File: config.mk
export PLATFORM = sky130hd
export DESIGN_NAME = mct_core
export DESIGN_NICKNAME = d
export VERILOG_FILES = /design/src/rtl/mct_pkg.sv /design/src/rtl/mct_core.sv
export SDC_FILE = /design/constraint.sdc
export NUM_CORES = 1
export LEC_CHECK = 0
export BUFFER_PORTS_ARGS = -buffer_cell sky130_fd_sc_hd__buf_2
export CORE_AREA = 2 2 207 209
export DETAILED_ROUTE_END_ITERATION = 16
export DIE_AREA = 0 0 209 211
export PLACE_DENSITY = 0.47
export SLEW_MARGIN = 40
export SYNTH_ARGS = -nofsm -noshare
export SYNTH_HDL_FRONTEND = slang
export SYNTH_SLANG_ARGS = --single-unit
File: constraint.sdc
create_clock -name clock -period 7.5 [get_ports clock]
set_clock_uncertainty 0.05 [all_clocks]
set_input_delay 1.5 -clock clock [delete_from_list [all_inputs] [get_ports clock]]
set_output_delay 1.5 -clock clock [all_outputs]
set_load 0.02 [all_outputs]
File: src/rtl/mct_pkg.sv
// shared types and constants for the millisecond countdown timer
// no dependencies; imported by every rtl module
package mct_pkg;

   localparam int ACTION_W   = 3;
   localparam int SEC_W      = 16;
   localparam int DELTA_W    = 32;
   localparam int REM_W      = 26;
   localparam int SINCE_W    = 16;
   localparam int CSR_IDX_W  = 4;
   localparam int CSR_DATA_W = 16;

   localparam logic [REM_W-1:0] MS_PER_SECOND = REM_W'(1000);
   localparam logic [REM_W-1:0] ROUND_UP_ADD  = REM_W'(999);

   // reciprocals, exact for the value ranges used here
   localparam logic [27:0] SEC_RECIP   = 28'd137438954;  // ceil(2^37 / 1000)
   localparam int          SEC_SHIFT   = 37;
   localparam logic [25:0] TENTH_RECIP = 26'd42949673;   // ceil(2^32 / 100)
   localparam int          TENTH_SHIFT = 32;

   localparam logic [REM_W-1:0]   LIMIT_RESET = REM_W'(999000);
   localparam logic [SINCE_W-1:0] DELAY_RESET = SINCE_W'(1000);

   localparam logic [CSR_IDX_W-1:0] CSR_MAX_SECONDS  = CSR_IDX_W'(0);
   localparam logic [CSR_IDX_W-1:0] CSR_EXPIRY_DELAY = CSR_IDX_W'(1);

   typedef enum logic [ACTION_W-1:0] {
      ACT_TICK   = 3'd0,
      ACT_START  = 3'd1,
      ACT_STOP   = 3'd2,
      ACT_TOGGLE = 3'd3,
      ACT_RELOAD = 3'd4,
      ACT_INIT   = 3'd5,
      ACT_ADJUST = 3'd6
   } action_type;

   typedef struct packed {
      action_type                action;
      logic [SEC_W-1:0]          load_seconds;
      logic [DELTA_W-1:0]        offset_ms;
   } item_type;

   typedef struct packed {
      logic                      wr_en;
      logic [CSR_IDX_W-1:0]      index;
      logic [CSR_DATA_W-1:0]     data;
   } csr_wr_type;

   typedef struct packed {
      logic [REM_W-1:0]          remaining;
      logic                      running;
      logic                      late;
   } snap_type;

endpackage

File: src/rtl/mct_core.sv
// timer state and its update for one word, plus the two settings registers
// depends on mct_pkg
module mct_core import mct_pkg::*; (
   input  logic       clock,
   input  logic       reset,
   input  csr_wr_type csr,
   input  logic       update,
   input  item_type   item,
   output snap_type   snap
);

   logic [REM_W-1:0]   limit_ff;
   logic [SINCE_W-1:0] delay_ff;
   logic [REM_W-1:0]   rem_ff, rem_in;
   logic               run_ff, run_in;
   logic               zero_ff, zero_in;
   logic [SINCE_W-1:0] since_ff, since_in;

   logic [REM_W-1:0]   limit_in;
   logic [REM_W-1:0]   rem_dec;
   logic [REM_W-1:0]   load_ms;
   logic [33:0]        adj_sum;
   logic [REM_W-1:0]   adj_ms;
   logic               latch_now;

   assign limit_in  = REM_W'(csr.data) * MS_PER_SECOND;
   assign rem_dec   = (rem_ff != '0) ? rem_ff - REM_W'(1) : rem_ff;
   assign load_ms   = REM_W'(item.load_seconds) * MS_PER_SECOND;
   assign latch_now = (rem_ff == '0) && !zero_ff;

   // signed sum, then clamp to zero and to the limit
   assign adj_sum = {8'b0, rem_ff} + {{2{item.offset_ms[DELTA_W-1]}}, item.offset_ms};

   always_comb begin
      if (adj_sum[33]) begin
         adj_ms = '0;
      end else if (adj_sum[32:0] > 33'(limit_ff)) begin
         adj_ms = limit_ff;
      end else begin
         adj_ms = adj_sum[REM_W-1:0];
      end
   end

   always_comb begin
      rem_in   = rem_ff;
      run_in   = run_ff;
      zero_in  = zero_ff;
      since_in = since_ff;
      unique case (item.action)
         ACT_TICK: begin
            if (zero_ff && (since_ff != '1)) begin
               since_in = since_ff + SINCE_W'(1);
            end
            if (run_ff) begin
               rem_in = rem_dec;
               if ((rem_dec == '0) && !zero_ff) begin
                  zero_in  = 1'b1;
                  since_in = '0;
               end
            end
         end
         ACT_START: begin
            run_in = 1'b1;
         end
         ACT_STOP, ACT_TOGGLE: begin
            if (run_ff) begin
               if (latch_now) begin
                  zero_in  = 1'b1;
                  since_in = '0;
               end
               run_in = 1'b0;
            end else if (item.action == ACT_TOGGLE) begin
               run_in = 1'b1;
            end
         end
         ACT_RELOAD, ACT_INIT: begin
            rem_in   = load_ms;
            zero_in  = 1'b0;
            since_in = '0;
            if (item.action == ACT_INIT) begin
               run_in = 1'b0;
            end
         end
         ACT_ADJUST: begin
            if (!run_ff) begin
               rem_in = adj_ms;
               if (adj_ms != '0) begin
                  zero_in  = 1'b0;
                  since_in = '0;
               end
            end
         end
         default: begin
         end
      endcase
   end

   always_ff @(posedge clock) begin
      if (reset) begin
         limit_ff <= LIMIT_RESET;
         delay_ff <= DELAY_RESET;
         rem_ff   <= '0;
         run_ff   <= 1'b0;
         zero_ff  <= 1'b0;
         since_ff <= '0;
      end else begin
         // other indexes are ignored
         if (csr.wr_en) begin
            if (csr.index == CSR_MAX_SECONDS) begin
               limit_ff <= limit_in;
            end else if (csr.index == CSR_EXPIRY_DELAY) begin
               delay_ff <= SINCE_W'(csr.data);
            end
         end
         if (update) begin
            rem_ff   <= rem_in;
            run_ff   <= run_in;
            zero_ff  <= zero_in;
            since_ff <= since_in;
         end
      end
   end

   assign snap.remaining = rem_ff;
   assign snap.running   = run_ff;
   assign snap.late      = (rem_ff == '0) && zero_ff && (since_ff >= delay_ff);

endmodule

==> run_results.csv, run 1 <==
group,metric,value,unit
final_layout,final_core_util,33.3,%
die,core,0.0418,mm2
clock_tree,clockBufferDepth,2,
timing,slew_headroom,44.9,%
logic_synthesis,synth_xor_area_share,5.33,%
logic_synthesis,synth_area,0.0125,mm2
clock_tree,cts_resized,0,
min_path,whs_path_depth,2,
routing,m1WireLength,18.6,mm
timing,max_slew.worst_pin.slew,827,ps
clock_tree,worstSkewPairLatency,350,ps
global_route,grt_antenna_before_repair,0,
timing,rsz0062_at_grt,"false",
clock_tree,clock-root-buffer,"clkbuf_16",
routing,routed_wl,40.0,mm
clock_tree,postCtsHoldBufs,0,
logic_synthesis,yosysTopAreaCell,"fa_1",
clock_tree,cts_setup_buffers,0,
routing,vias_per_cell,5.41,
flow_run,drv_cap,0,
global_route,grt_use_total,18.3,%
timing,max_freq,0.141,GHz
die,ios,103,
logic_synthesis,synth.most_common_cell,"ha_1",
timing,setup_viol,0,
logic_synthesis,synth_cell_type_count,89,
routing,highest_layer,"met4",
final_layout,fin_nets,1919,
logic_synthesis,ys_ff_latch,83,
final_layout,area_growth,11.5,%
min_path,hold_start,"delay_ff[14]$_SDFFE_PP0P_",
timing,slew_violations,0,
global_route,grt_max_degree,57,
min_path,min_to,"delay_ff[14]$_SDFFE_PP0P_",
worst_setup_path,crit_path_start_kind,"input port",
timing,hold_ws,406,ps
clock_tree,clk_pin_slew,70,ps
timing,period_needed,7070,ps
logic_synthesis,synth_nets,1839,
worst_setup_path,cp_data_arrival_time,7300,ps
routing,drt_iter0_drc,732,
logic_synthesis,yosys_warnings,0,
routing,antenna_left,0,
power,total_power,3420,uW
routing,wl_met2,18.9,mm
worst_setup_path,crit_required,7730,ps
worst_setup_path,r2r_start,"rem_ff[0]$_SDFFE_PP0P_",
die,die_h,211,um
timing,hold_viol,0,
logic_synthesis,netlist_top_cells_count,"ha_1 (173), nand2_1 (137), a21oi_1 (114), inv_1 (110), fa_1 (109)",
logic_synthesis,synth-edff-count,0,
worst_setup_path,r2r-end,"since_ff[9]$_SDFFE_PP0P_",
timing,tns,0,ps
clock_tree,cts_buffers,9,
power,power_density,245,mW/mm2
clock_tree,cts_max_level,3,
worst_setup_path,r2r_slack,1130,ps
logic_synthesis,synth_top_area_share,17.5,%
logic_synthesis,synthCells,1482,
routing,via_count,11398,
logic_synthesis,postSynth.asyncResetShare,0,%
clock_tree,clock-sinks,83,
worst_setup_path,worstPathMaxFanout,12,
logic_synthesis,synth_simple_gate_area_share,19.5,%
placed_design,gp_congestion,0.897,
global_route,grt_pass1_wl,64.1,mm
placed_design,portBuffers,102,
routing,drtPass1Iterations,5,
clock_tree,cts_tree,"built",
logic_synthesis,synth_flop_cell,"dfxtp_1",
logic_synthesis,synth_seq_area_share,13.3,%
worst_setup_path,reg2reg_depth,22,
final_layout,nFillCells,4378,
routing,drc,0,
logic_synthesis,synth_compound_area_share,21.4,%
logic_synthesis,synth_top_family_by_area,"adder cells",
logic_synthesis,avgSynthCellArea,8.42,um2
outcome,status,"finished, final reports clean",
logic_synthesis,synth_mux_area_share,0.471,%
die,rows,75,
logic_synthesis,synth_area_leaders,"fa_1 (17%), ha_1 (17%), dfxtp_1 (13%)",
power,ir_worst_vdd,0.000131,V
placed_design,dpl.hpwl,32.4,mm
global_route,grt_overflow_total,0,
die,start_util,29.9,%
worst_setup_path,critical_path_class,"in -> reg",
power,leakage,0.00590,uW
worst_setup_path,cp-end-kind,"flip-flop",
routing,wire_per_inst,19.0,um
timing,fin_crit_sh,94.3,%
final_layout,antenna_cells,0,
die,dieArea,0.0441,mm2
final_layout,drive_above_1_share,11.7,%
routing,wl_met3,1.44,mm
logic_synthesis,synthAdderAreaFrac,34.8,%
die,die_x,209,um
min_path,worstHoldPathType,"reg -> reg",
global_route,first_global_vias,11360,
## critical path, stage by stage
cell and delay (ps):
buf_2 80, ha_1 150, inv_1 50, fa_1 400, nor2b_1 180, o2111a_1 260
nor3_2 90, o211a_1 280, o211ai_1 290, a21oi_1 150, xnor2_1 300, ha_1 310
nand4_1 180, a2111oi_0 100, a2111o_1 400, o31ai_1 280, o311ai_1 210, or4_4 600
or4_4 520, o211ai_4 430, buf_4 240, a41oi_1 120, a21oi_1 160
## stage by stage
step / instance area [um2] / std cells / setup slack, ps
after floorplan: 12500 / 1482 / 1110
final: 13900 / 2105 / 427
after global placement: 13600 / 2090 / 304
after detailed placement: 13600 / 2090 / 158
after CTS: 13900 / 2105 / 491
after global routing: 13900 / 2105 / 81.9
## cell families after synthesis
group           Yosys count
simple gates            472
xor+xnor                 76
mux                       5
compound gates          401
fa+ha+maj               282
buf+inv                 163
flops                    83
## registers in the layout, indices dropped and copies added, names as in the netlist
| name | count |
|---|---|
| limit_ff | 23 |
| run_ff | 1 |
| since_ff | 16 |
| rem_ff | 26 |
| delay_ff | 16 |
| zero_ff | 1 |
## cell usage in the layout (no fill, tap or decap), drive strengths merged, types with 24 or more instances in the layout
cell	n
nand3	59
a21oi	115
nor3	37
inv	110
ha	173
fa	109
nand2	138
o211ai	24
xnor2	45
xor2	31
nor2	83
dfxtp	83
o21ai	84
buf	122
## area by class of cell
class	count	area, um2	share of cell area [%]
Inverter	110	413	2.97
Timing Repair Buffer	122	661	4.75
Clock buffer	10	229	1.65
Sequential cell	83	1660	11.9
Tap cell	539	674	4.85
Multi-Input combinational cell	1236	10200	73.5
Clock inverter	5	41.3	0.297
## worst max path at each step
stage | start | end | slack (ps) | cells after the start
3_3_place_gp | item[0] | since_ff[5]$_SDFFE_PP0P_ | 300 | 23
6_report | item[0] | since_ff[9]$_SDFFE_PP0P_ | 430 | 23
2_1_floorplan | item[0] | since_ff[12]$_SDFFE_PP0P_ | 1110 | 22
3_5_place_dp | item[0] | since_ff[9]$_SDFFE_PP0P_ | 160 | 23
5_1_grt | item[0] | since_ff[0]$_SDFFE_PP0P_ | 80 | 22
4_1_cts | item[0] | since_ff[9]$_SDFFE_PP0P_ | 490 | 23
## routing by layer
metal / vias to the layer above / track usage [%]
li1: 5589 / -
met1: 5507 / 24.9
met2: 255 / 31.0
met3: 47 / 1.81
met4: 0 / 5.10
met5: - / 0
## report_power, final
group          switching [uW]  total (uW)  internal (uW)
Combinational            1450        2490           1040
Clock                     198         423            225
Sequential               37.7         500            462
Total                    1690        3420           1730
No activity file was read; power rests on OpenSTA's default activity.
==> run 2, diff against run 1 <==
Settings changed: CORE_AREA 2 2 207 209 to 2 2 180 182, DIE_AREA 0 0 209 211 to 0 0 182 184, PLACE_DENSITY 0.47 to 0.58.
==> run_results.csv, run 2 (synthesis gave the netlist of run 1 again) <==
group,metric,value,unit
clock_tree,clock-sinks,83,
timing,slew_violations,0,
timing,period_needed,6820,ps
final_layout,drive_above_1_share,11.5,%
clock_tree,postCtsHoldBufs,0,
global_route,grt_pass1_wl,60.2,mm
timing,max_slew.worst_pin.slew,837,ps
power,netSwitchingFraction,47.7,%
power,pwr-share-comb,71.0,%
clock_tree,clockBufferDepth,2,
clock_tree,cts_setup_buffers,0,
final_layout,final_cell_mix,"ha_1 (173), nand2_1 (137), a21oi_1 (114)",
placed_design,portBuffers,102,
timing,fin_crit_sh,90.9,%
power,leakage,0.00591,uW
worst_setup_path,critical_path_class,"in -> reg",
routing,drt_iter0_drc,804,
clock_tree,cts_buffers,9,
worst_setup_path,crit_path_start_kind,"input port",
flow_run,drv_cap,0,
placed_design,preCtsSetupSlack,405,ps
power,ir_worst_vdd,0.000174,V
die,dieArea,0.0335,mm2
die,die_h,184,um
final_layout,biggestRegsByFlops,"rem_ff (26), limit_ff (23)",
power,pwr-share-clk,14.4,%
clock_tree,clk_pin_slew,70,ps
power,power_density,251,mW/mm2
die,ios,103,
placed_design,gp_congestion,0.944,
final_layout,antenna_cells,0,
timing,tns,0,ps
clock_tree,worstSkewPairLatency,350,ps
timing,max_freq,0.147,GHz
worst_setup_path,critical_path.cell_chain,"buf_2 -> ha_1 -> inv_1 -> fa_1 -> nor2b_1 -> o2111a_1 -> nor3_2 -> o211a_1 -> o211ai_1 -> a21oi_1 -> xnor2_1 -> ha_1 -> nand4_1 -> a2111oi_0 -> a2111o_1 -> o31ai_1 -> o311ai_1 -> or4_4 -> or4_4 -> o211ai_4 -> buf_12 -> a311oi_1 -> o31ai_1",
min_path,worstHoldPathType,"reg -> reg",
routing,wire_per_inst,18.7,um
routing,antenna_left,0,
die,core,0.0314,mm2
global_route,use_met2,36.9,%
worst_setup_path,slowest_delay,600,ps
global_route,first_global_vias,11174,
timing,rsz0062_at_grt,"false",
routing,via_count,11559,
outcome,status,"finished, final reports clean",
worst_setup_path,cp_data_arrival_time,7020,ps
global_route,top_usage_layer,"met2",
routing,vias_per_cell,5.89,
global_route,use_met3,1.86,%
global_route,grt_max_degree,57,
die,rows,65,
power,power_frac_seq,14.6,%
final_layout,top_register,"rem_ff",
die,start_util,39.8,%
final_layout,area_growth,10.2,%
timing,setup_viol,0,
final_layout,largest_reg_flops,26,
routing,routed_wl,36.6,mm
global_route,grt_use_total,22.4,%
timing,hold_ws,406,ps
final_layout,final_core_util,43.8,%
final_layout,fin_nets,1914,
global_route,use_met1,31.6,%
worst_setup_path,cp-end-kind,"flip-flop",
clock_tree,cts_resized,0,
global_route,grt_overflow_total,0,
routing,drc,0,
timing,slew_headroom,44.1,%
global_route,grt_antenna_before_repair,0,
clock_tree,cts_max_level,3,
worst_setup_path,crit_required,7710,ps
timing,hold_viol,0,
routing,drtPass1Iterations,7,
worst_setup_path,worstPathMaxFanout,17,
power,p_sw,1650,uW
die,die_x,182,um
final_layout,final_common_cell,"ha_1",
clock_tree,cts_tree,"built",
worst_setup_path,cp_slowest_cell,"or4_4",
timing,setup_ws,681,ps
power,intPower,1800,uW
clock_tree,clock-root-buffer,"clkbuf_16",
placed_design,dpl.hpwl,29.5,mm
## run 2: cell types whose count changed in the layout (fill, tap and decap cells not counted), sizes merged
cell and change:
clkinvlp -1, inv +1, clkinv -2, buf -5, bufinv +2
## run 2: path summary, 6_finish.rpt
kind                             startpoint                         to  slack, ps  cells past startpoint
setup / recovery                    item[0]   since_ff[0]$_SDFFE_PP0P_        680                     23
hold reg to reg   delay_ff[13]$_SDFFE_PP0P_  delay_ff[13]$_SDFFE_PP0P_        410                      2
setup reg to reg     rem_ff[0]$_SDFFE_PP0P_   since_ff[0]$_SDFFE_PP0P_       1390                     22
hold / removal    delay_ff[13]$_SDFFE_PP0P_  delay_ff[13]$_SDFFE_PP0P_        410                      2
## run 2: area by class of cell
cell class,instances,area [um2]
fill,3197,17600
multi-input combinational,1236,10200
sequential,83,1660
timing repair buffer,117,636
tap,402,503
inverter,110,413
clock buffer,10,239
clock inverter,5,85.1
## run 2: worst max-delay path: cells and delay by family
kind / cells / cell delay [ps]
buffers and inverters: 3 / 310
XOR/XNOR: 1 / 370
AO/OA/AOI/OAI: 11 / 2410
adder cells (fa/ha/maj): 3 / 870
AND/OR/NAND/NOR: 5 / 1550
## run 2: power groups by stage
| stage | registers [uW] | clock network [uW] | logic, uW |
|---|---|---|---|
| finish | 503 | 496 | 2450 |
| floorplan | 514 | 0 | 1870 |
| global placement | 511 | 0 | 2440 |
| detailed placement | 513 | 0 | 2450 |
| CTS | 503 | 505 | 2470 |
| global route | 506 | 520 | 2790 |
## run 2: routing by layer
metal	vias up	part of all wire [%]	wire length (um)
met4	0	2.4	896
met3	51	4.9	1780
met2	347	46	16800
met1	5596	47	17200
met5	-	0	0
li1	5565	-	-
## run 2: through the flow
stage / total power (uW) / cells / instance area, um2
detailed placement: 2970 / 1948 / 13400
global route: 3810 / 1963 / 13800
global placement: 2950 / 1948 / 13400
finish: 3450 / 1963 / 13800
CTS: 3480 / 1963 / 13700
floorplan: 2390 / 1482 / 12500
